--- config.mk ---
export PLATFORM = sky130hd
export DESIGN_NAME = host_target_interface_device
export DESIGN_NICKNAME = d
export VERILOG_FILES = /design/src/rtl/htif_pkg.sv /design/src/rtl/host_target_interface_device.sv
export SDC_FILE = /design/constraint.sdc
export NUM_CORES = 1
export LEC_CHECK = 0
export BUFFER_PORTS_ARGS = -buffer_cell sky130_fd_sc_hd__buf_2
export CAP_MARGIN = 20
export CORE_MARGIN = 5
export CORE_UTILIZATION = 46
export CTS_CLUSTER_SIZE = 25
export DETAILED_ROUTE_END_ITERATION = 10
export GPL_TIMING_DRIVEN = 1
export PLACE_DENSITY = 0.63
export SLEW_MARGIN = 20
export SYNTH_ARGS = -nofsm -noshare
export SYNTH_HDL_FRONTEND = slang
export SYNTH_SLANG_ARGS = --single-unit
--- constraint.sdc ---
create_clock -name clk_i -period 7.3 [get_ports clk_i]
set_input_delay 1.095 -clock clk_i [delete_from_list [all_inputs] [get_ports clk_i]]
set_output_delay 1.095 -clock clk_i [all_outputs]
set_load 0.02 [all_outputs]
--- src/rtl/htif_pkg.sv ---
// ----------------------------------------------------------------------------
// Host-target interface package
// Shared types, codes and constants of the tohost/fromhost mailbox block.
// ----------------------------------------------------------------------------
`default_nettype none

package htif_pkg;

  // Receive queue geometry
  localparam int unsigned RxDepth = 16;
  localparam int unsigned RxAw    = (RxDepth > 1) ? $clog2(RxDepth) : 1;
  localparam int unsigned RxFw    = $clog2(RxDepth + 1);

  // Register window
  localparam logic [11:0] TohostOffset   = 12'd0;
  localparam logic [11:0] FromhostOffset = 12'd8;

  // Only 64-bit accesses are taken
  localparam logic [1:0] AccessSize64 = 2'd3;

  // Poll rate after reset
  localparam logic [19:0] PollDivisorReset = 20'd10;

  // Tohost decode: device and command codes
  localparam logic [7:0] DevSystem  = 8'd0;
  localparam logic [7:0] DevConsole = 8'd1;
  localparam logic [7:0] CmdHalt    = 8'd0;
  localparam logic [7:0] CmdGetchar = 8'd0;
  localparam logic [7:0] CmdPutchar = 8'd1;

  // Fromhost messages
  localparam logic [63:0] PutcharAck = 64'h0101_0000_0000_0000;
  localparam logic [7:0]  RxMsgDev   = 8'h01;

  // Configuration register indexes
  localparam logic [7:0] CfgInteractive = 8'd0;
  localparam logic [7:0] CfgPollDivisor = 8'd1;

  // Item kinds
  typedef enum logic [1:0] {
    KIND_READ  = 2'd0,
    KIND_WRITE = 2'd1,
    KIND_TICK  = 2'd2,
    KIND_RXBYTE = 2'd3
  } kind_e;

  // Input word, last field in the lowest bits
  typedef struct packed {
    logic [1:0]  pad;
    logic [7:0]  console_byte;
    logic [63:0] write_data;
    logic [1:0]  access_size_log2;
    logic [11:0] offset;
  } in_word_t;

  // Result word, last field in the lowest bits
  typedef struct packed {
    logic [3:0]  pad;
    logic        rx_overflow;
    logic [7:0]  char_out;
    logic        char_out_valid;
    logic        halt_request;
    logic        access_ok;
    logic [63:0] read_data;
  } out_word_t;

endpackage

`default_nettype wire

--- src/rtl/host_target_interface_device.sv ---
// ----------------------------------------------------------------------------
// Host-target interface device
// Tohost/fromhost mailbox with console output, halt request and a console
// receive queue held in a synchronous memory that is polled into fromhost.
// ----------------------------------------------------------------------------
// Timing: the result appears in the cycle after its input word is taken.
// Throughput: one word per cycle unless results stall; the queue memory's
// registered read port always prefetches the head, with write forwarding.
// Reset: all control state, the mailbox registers and the config registers
// clear at once (poll divisor to 10); queue entries are never read unwritten.
`default_nettype none

module host_target_interface_device (
  input  wire logic        clk_i,
  input  wire logic        rst_ni,
  // Input words
  input  wire logic        s_axis_tvalid,
  output logic             s_axis_tready,
  // tdata: offset[11:0], access_size_log2[13:12], write_data[77:14],
  //        console_byte[85:78], zero fill[87:86]
  input  wire logic [87:0] s_axis_tdata,
  // tuser: kind[1:0]
  input  wire logic [1:0]  s_axis_tuser,
  // Result words
  output logic             m_axis_tvalid,
  input  wire logic        m_axis_tready,
  // tdata: read_data[63:0], access_ok[64], halt_request[65],
  //        char_out_valid[66], char_out[74:67], rx_overflow[75], zero fill[79:76]
  output logic [79:0]      m_axis_tdata,
  // Configuration writes
  input  wire logic        cfg_valid_i,
  output logic             cfg_ready_o,
  input  wire logic [7:0]  cfg_index_i,
  input  wire logic [31:0] cfg_wdata_i
);

  localparam int unsigned RxDepth = htif_pkg::RxDepth;
  localparam int unsigned RxAw    = htif_pkg::RxAw;
  localparam int unsigned RxFw    = htif_pkg::RxFw;
  localparam logic [RxAw-1:0] RxLast = RxAw'(RxDepth - 1);
  localparam logic [RxFw-1:0] RxFull = RxFw'(RxDepth);

  htif_pkg::in_word_t  in_word;
  htif_pkg::out_word_t res_d, res_q;
  htif_pkg::kind_e     kind;

  logic        in_acc;
  logic        out_valid_q;
  logic        interactive_q;
  logic [19:0] poll_div_q;
  logic [63:0] tohost_q, tohost_d;
  logic [63:0] fromhost_q, fromhost_d;
  logic        pending_q, pending_d;
  logic        halted_q, halted_d;
  logic [19:0] tick_q, tick_d;
  logic [RxAw-1:0] head_q, head_d, tail_q, tail_d;
  logic [RxFw-1:0] fill_q, fill_d;

  // Queue memory and its registered head read port
  logic [7:0]      rx_mem [RxDepth];
  logic [7:0]      head_byte_q;
  logic            push, pop;

  logic            addr_ok, hit_to, hit_from;
  logic [7:0]      dev, cmd;
  logic [20:0]     tick_next;
  logic            poll_req;

  assign in_word = htif_pkg::in_word_t'(s_axis_tdata);
  assign kind    = htif_pkg::kind_e'(s_axis_tuser);

  // Output register: accept a new word whenever the result slot frees up
  assign s_axis_tready = !out_valid_q || m_axis_tready;
  assign in_acc        = s_axis_tvalid && s_axis_tready;
  assign m_axis_tvalid = out_valid_q;
  assign m_axis_tdata  = res_q;
  assign cfg_ready_o   = 1'b1;

  // Configuration registers
  always_ff @(posedge clk_i or negedge rst_ni) begin
    if (!rst_ni) begin
      interactive_q <= 1'b0;
      poll_div_q    <= htif_pkg::PollDivisorReset;
    end else if (cfg_valid_i) begin
      unique case (cfg_index_i)
        htif_pkg::CfgInteractive: interactive_q <= cfg_wdata_i[0];
        htif_pkg::CfgPollDivisor: poll_div_q    <= cfg_wdata_i[19:0];
        default: ;
      endcase
    end
  end

  // Access decode
  assign addr_ok  = (in_word.access_size_log2 == htif_pkg::AccessSize64) &&
                    (in_word.offset[2:0] == 3'd0);
  assign hit_to   = addr_ok && (in_word.offset == htif_pkg::TohostOffset);
  assign hit_from = addr_ok && !hit_to &&
                    (in_word.offset == htif_pkg::FromhostOffset);
  assign dev       = in_word.write_data[63:56];
  assign cmd       = in_word.write_data[55:48];
  assign tick_next = {1'b0, tick_q} + 21'd1;

  // Item processing and next state
  always_comb begin
    tohost_d   = tohost_q;
    fromhost_d = fromhost_q;
    pending_d  = pending_q;
    halted_d   = halted_q;
    tick_d     = tick_q;
    poll_req   = 1'b0;
    push       = 1'b0;
    res_d      = '0;

    unique case (kind)
      htif_pkg::KIND_READ: begin
        if (hit_to) begin
          res_d.read_data = tohost_q;
          res_d.access_ok = 1'b1;
        end else if (hit_from) begin
          res_d.read_data = fromhost_q;
          res_d.access_ok = 1'b1;
        end
      end
      htif_pkg::KIND_WRITE: begin
        if (hit_to) begin
          res_d.access_ok = 1'b1;
          tohost_d        = in_word.write_data;
          if (dev == htif_pkg::DevSystem && cmd == htif_pkg::CmdHalt &&
              in_word.write_data[0]) begin
            halted_d = 1'b1;
          end else if (dev == htif_pkg::DevConsole && cmd == htif_pkg::CmdPutchar) begin
            tohost_d             = '0;
            res_d.char_out_valid = 1'b1;
            res_d.char_out       = in_word.write_data[7:0];
            fromhost_d           = htif_pkg::PutcharAck;
          end else if (dev == htif_pkg::DevConsole && cmd == htif_pkg::CmdGetchar) begin
            tohost_d = '0;
          end
        end else if (hit_from) begin
          res_d.access_ok = 1'b1;
          fromhost_d      = in_word.write_data;
          if (interactive_q) begin
            pending_d = 1'b0;
            poll_req  = 1'b1;
          end
        end
      end
      htif_pkg::KIND_TICK: begin
        if (interactive_q) begin
          if (tick_next >= {1'b0, poll_div_q}) begin
            tick_d   = '0;
            poll_req = 1'b1;
          end else begin
            tick_d = tick_next[19:0];
          end
        end
      end
      htif_pkg::KIND_RXBYTE: begin
        if (fill_q < RxFull) begin
          push = 1'b1;
        end else begin
          res_d.rx_overflow = 1'b1;
        end
      end
      default: ;
    endcase

    // Poll: hand the head byte to fromhost when nothing is pending
    pop = poll_req && !pending_d && (fill_q != '0);
    if (pop) begin
      fromhost_d = {htif_pkg::RxMsgDev, 48'd0, head_byte_q};
      pending_d  = 1'b1;
    end

    res_d.halt_request = halted_d;
  end

  // Queue pointers
  always_comb begin
    head_d = head_q;
    tail_d = tail_q;
    fill_d = fill_q;
    if (in_acc && pop) begin
      head_d = (head_q == RxLast) ? '0 : head_q + RxAw'(1);
      fill_d = fill_q - RxFw'(1);
    end
    if (in_acc && push) begin
      tail_d = (tail_q == RxLast) ? '0 : tail_q + RxAw'(1);
      fill_d = fill_q + RxFw'(1);
    end
  end

  // Control and mailbox registers
  always_ff @(posedge clk_i or negedge rst_ni) begin
    if (!rst_ni) begin
      out_valid_q <= 1'b0;
      tohost_q    <= '0;
      fromhost_q  <= '0;
      pending_q   <= 1'b0;
      halted_q    <= 1'b0;
      tick_q      <= '0;
      head_q      <= '0;
      tail_q      <= '0;
      fill_q      <= '0;
    end else begin
      if (in_acc) begin
        out_valid_q <= 1'b1;
        tohost_q    <= tohost_d;
        fromhost_q  <= fromhost_d;
        pending_q   <= pending_d;
        halted_q    <= halted_d;
        tick_q      <= tick_d;
      end else if (m_axis_tready) begin
        out_valid_q <= 1'b0;
      end
      head_q <= head_d;
      tail_q <= tail_d;
      fill_q <= fill_d;
    end
  end

  // Result register
  always_ff @(posedge clk_i) begin
    if (in_acc) begin
      res_q <= res_d;
    end
  end

  // Queue memory: one write port, one read port prefetching the next head.
  // A write to the entry being fetched is forwarded into the read register.
  always_ff @(posedge clk_i) begin
    if (in_acc && push) begin
      rx_mem[tail_q] <= in_word.console_byte;
    end
    if (in_acc && push && (tail_q == head_d)) begin
      head_byte_q <= in_word.console_byte;
    end else begin
      head_byte_q <= rx_mem[head_d];
    end
  end

  // The queue never holds more than its depth.
  assert property (@(posedge clk_i) disable iff (!rst_ni) fill_q <= RxFull)
    else $error("receive queue fill count exceeds depth");

  // A byte becomes pending only by leaving the queue.
  assert property (@(posedge clk_i) disable iff (!rst_ni)
                   $rose(pending_q) |-> (fill_q == $past(fill_q) - RxFw'(1)))
    else $error("input became pending without a queue pop");

  // The halt flag is sticky.
  assert property (@(posedge clk_i) disable iff (!rst_ni) halted_q |=> halted_q)
    else $error("halt flag cleared");

  // A shown console character goes with a cleared tohost.
  assert property (@(posedge clk_i) disable iff (!rst_ni)
                   (out_valid_q && res_q.char_out_valid) |-> (tohost_q == '0))
    else $error("putchar left tohost set");

endmodule

`default_nettype wire

==> results.tsv <==
metric	value	unit
routed length per instance	18.8	µm
Slew Limit Fails	0	
vias in the first global route	11299	
maximum fanout along the worst path	44	
most common cell after layout, fill and taps aside	edfxtp_1	
drt total wl	39500	µm
DIE AREA	0.0421	mm²
Initial Util	46.5	%
cell area after placement	0.0189	mm²
Num CTS Buffers	42	
Starting DRT DRC Count	798	
Cells after Synth	1385	
vias per cell	5.32	
all-layer global routing usage	18.8	%
Die Y	205	µm
drt drc	0	
Period minus WS final	4.93	ns
initial antenna violation count	2	
hold slack	0.474	ns
Worst Skew	0.0226	ns
total grt overflow	0	
RSZ-0062 raised after global routing	false	
Hold Buf Count CTS	0	
cell repeated most along the worst path	and3_1	
sequential area share after synthesis	61.9	%
Clk pin slew, worst setup/hold paths	0.06	ns
flop2flop setup slack	2.37	ns
Setup Fix Bufs, Post-CTS	0	
count of cell types in the netlist	63	
power per cell area	245	mW/mm²
area share of the leading cell type in the synthesized netlist	35.0	%
clock sink count	393	
Post-synth EDFFs	204	
row cnt	71	
yosys warns	0	
Worst setup EP type	flop	
crit start category	flop	
H-tree levels	2	
Max Cap Viol	0	
input/output buffers	198	
first-pass iteration count of the detailed router	4	
Setup CP Type	reg2reg	
#FFs+latches synth	393	
worst path bufs/invs	1	
clk buf depth	3	
CORE AREA	0.0377	mm²
Yosys top cell by area	edfxtp_1	
setup_tns	0	ns
CTS root buffer	clkbuf_16	
Final nets	1727	
area grow syn2layout	15.8	%
Worst Path Required	7.77	ns
Final Core Density	53.9	%
PostCTS Resize Cnt	0	
Least-Margin Pin Slew	1.05	ns
Post-Syn Area	0.0175	mm²
largest stage delay on the critical path	0.58	ns
pin count of the biggest net entering global routing	115	
leak pwr	8.92	nW
status	finished, final reports clean	
GPL Wtd Cong	0.781	
post-route ant nets	0	
commonest cells after routing, fill and taps aside	edfxtp_1, nand2_1, buf_2, dfrtp_1, inv_1	
Clock Latency Late Sink	0.55	ns
Post-synth top flop	edfxtp_1	
CTS tree	yes	
Worst slew margin	29.6	%
die width	205	µm
final hold violations	0	
fmax	203	MHz
Cell Chain, Critical Path	nand3_4 > nor2_1 > and3_1 > and3_1 > nand3_1 > xnor2_1 > ha_1 > nand4_1 > nor4_2 > o211ai_1 > o21a_2 > a211o_4 > o22ai_4 > buf_4 > a31o_2	
final period utilization	67.5	%
Mean Syn Cell Area	12.6	µm²
first-pass GRT wire length	62700	µm
routed vias	11208	
Slowest cell on crit path	buf_4	
worst endpoint data arrival time	5.40	ns
I/O pins	218	
layout cells sized above 1	26.1	%
finished layout cell area	0.0203	mm²
DP HPWL	24800	µm
hold crit path type	reg2reg	
asr flop ratio synth	47.1	%
cell family with most CP delay	compound AO/OA/AOI/OAI gates	
Max IR drop VDD	0.125	mV
Synth area leaders	edfxtp_1, dfrtp_1, mux4_2, nand2_1, mux2i_1	
endpoints failing setup	0	
## cell usage after synthesis, drive strengths merged, types with 12 or more instances
library cell  count
mux2             26
clkbuf           51
nand3            17
a21oi            13
a31o             55
mux4             40
dfrtp           183
inv             100
xnor2            12
mux2i            64
nor2             93
a211oi           56
nand2           197
ha               33
o21ai            74
edfxtp          204
buf              37
## logic make-up (layout without fill, tap and decap cells)
kind of cell	after synthesis	count (layout)	share of synthesized area [%]
AO/OA/AOI/OAI	241	241	9.76
XOR/XNOR	23	23	1.15
adder cells (fa/ha/maj)	34	34	2.47
buffers and inverters	189	393	4.83
flip-flops	393	393	61.9
multiplexers	130	130	10.5
other	2	7	0.0429
AND/OR/NAND/NOR	373	373	9.40
## metrics by stage
stage	worst slack, ns	std cells	power (mW)
after floorplan	2.49	1388	2.74
after global placement	2.47	2025	2.88
after detailed placement	2.40	2025	2.89
after CTS	2.35	2103	5.03
after global routing	2.07	2105	5.19
final	2.37	2105	4.98
## report_power, final
group	switching, mW	total (mW)	leakage, nW	internal, mW
registers	0.0476	2.45	4.18	2.40
clock network	0.853	2.13	0.691	1.28
logic	0.235	0.398	4.04	0.163
## metal layers
| layer | global-route usage [%] | share of wire, % | wire length [µm] |
|---|---|---|---|
| met5 | 0 | 0 | 0 |
| met4 | 4.35 | 1.5 | 611 |
| met3 | 2.99 | 5.7 | 2250 |
| met2 | 31.0 | 48 | 19000 |
| met1 | 26.4 | 45 | 17600 |
## path summary, 6_finish.rpt
kind	startpoint	endpoint	depth (start not counted)
setup / recovery	tick_q[2]	fromhost_q[37]	15
hold / removal	tohost_q[49]	tohost_q[49]	2
setup reg to reg	tick_q[2]	fromhost_q[37]	15
hold reg to reg	tohost_q[49]	tohost_q[49]	2
max in group asynchronous	rst_ni	tohost_q[14]	2
min in group asynchronous	rst_ni	tick_q[7]	1
## final cells by class
type / instances / area, µm²
Timing Repair Buffer: 215 / 1140
Antenna cell: 2 / 5.00
Fill cell: 3310 / 17400
Tap cell: 511 / 639
Inverter: 100 / 377
Clock inverter: 26 / 224
Multi-Input combinational cell: 806 / 5890
Clock buffer: 52 / 1170
Sequential cell: 393 / 10800
## worst reg2reg max path, cell delays in order (launching register included)
cell and delay (ns):
dfrtp_1 0.47, nand3_4 0.14, nor2_1 0.23, and3_1 0.29, and3_1 0.31, nand3_1 0.12, xnor2_1 0.17, ha_1 0.31
nand4_1 0.17, nor4_2 0.34, o211ai_1 0.16, o21a_2 0.32, a211o_4 0.40, o22ai_4 0.55, buf_4 0.58, a31o_2 0.29
## sequential cells by signal (all words and copies together) (netlist names), named ones only
signal / cells
fill_q: 5
rx_mem: 128
tick_q: 20
interactive_q: 1
tail_q: 4
halted_q: 1
pending_q: 1
fromhost_q: 64
poll_div_q: 20
m_axis_tdata: 76
tohost_q: 64
head_q: 4
m_axis_tvalid: 1
No activity file was read; power rests on OpenSTA's default activity.
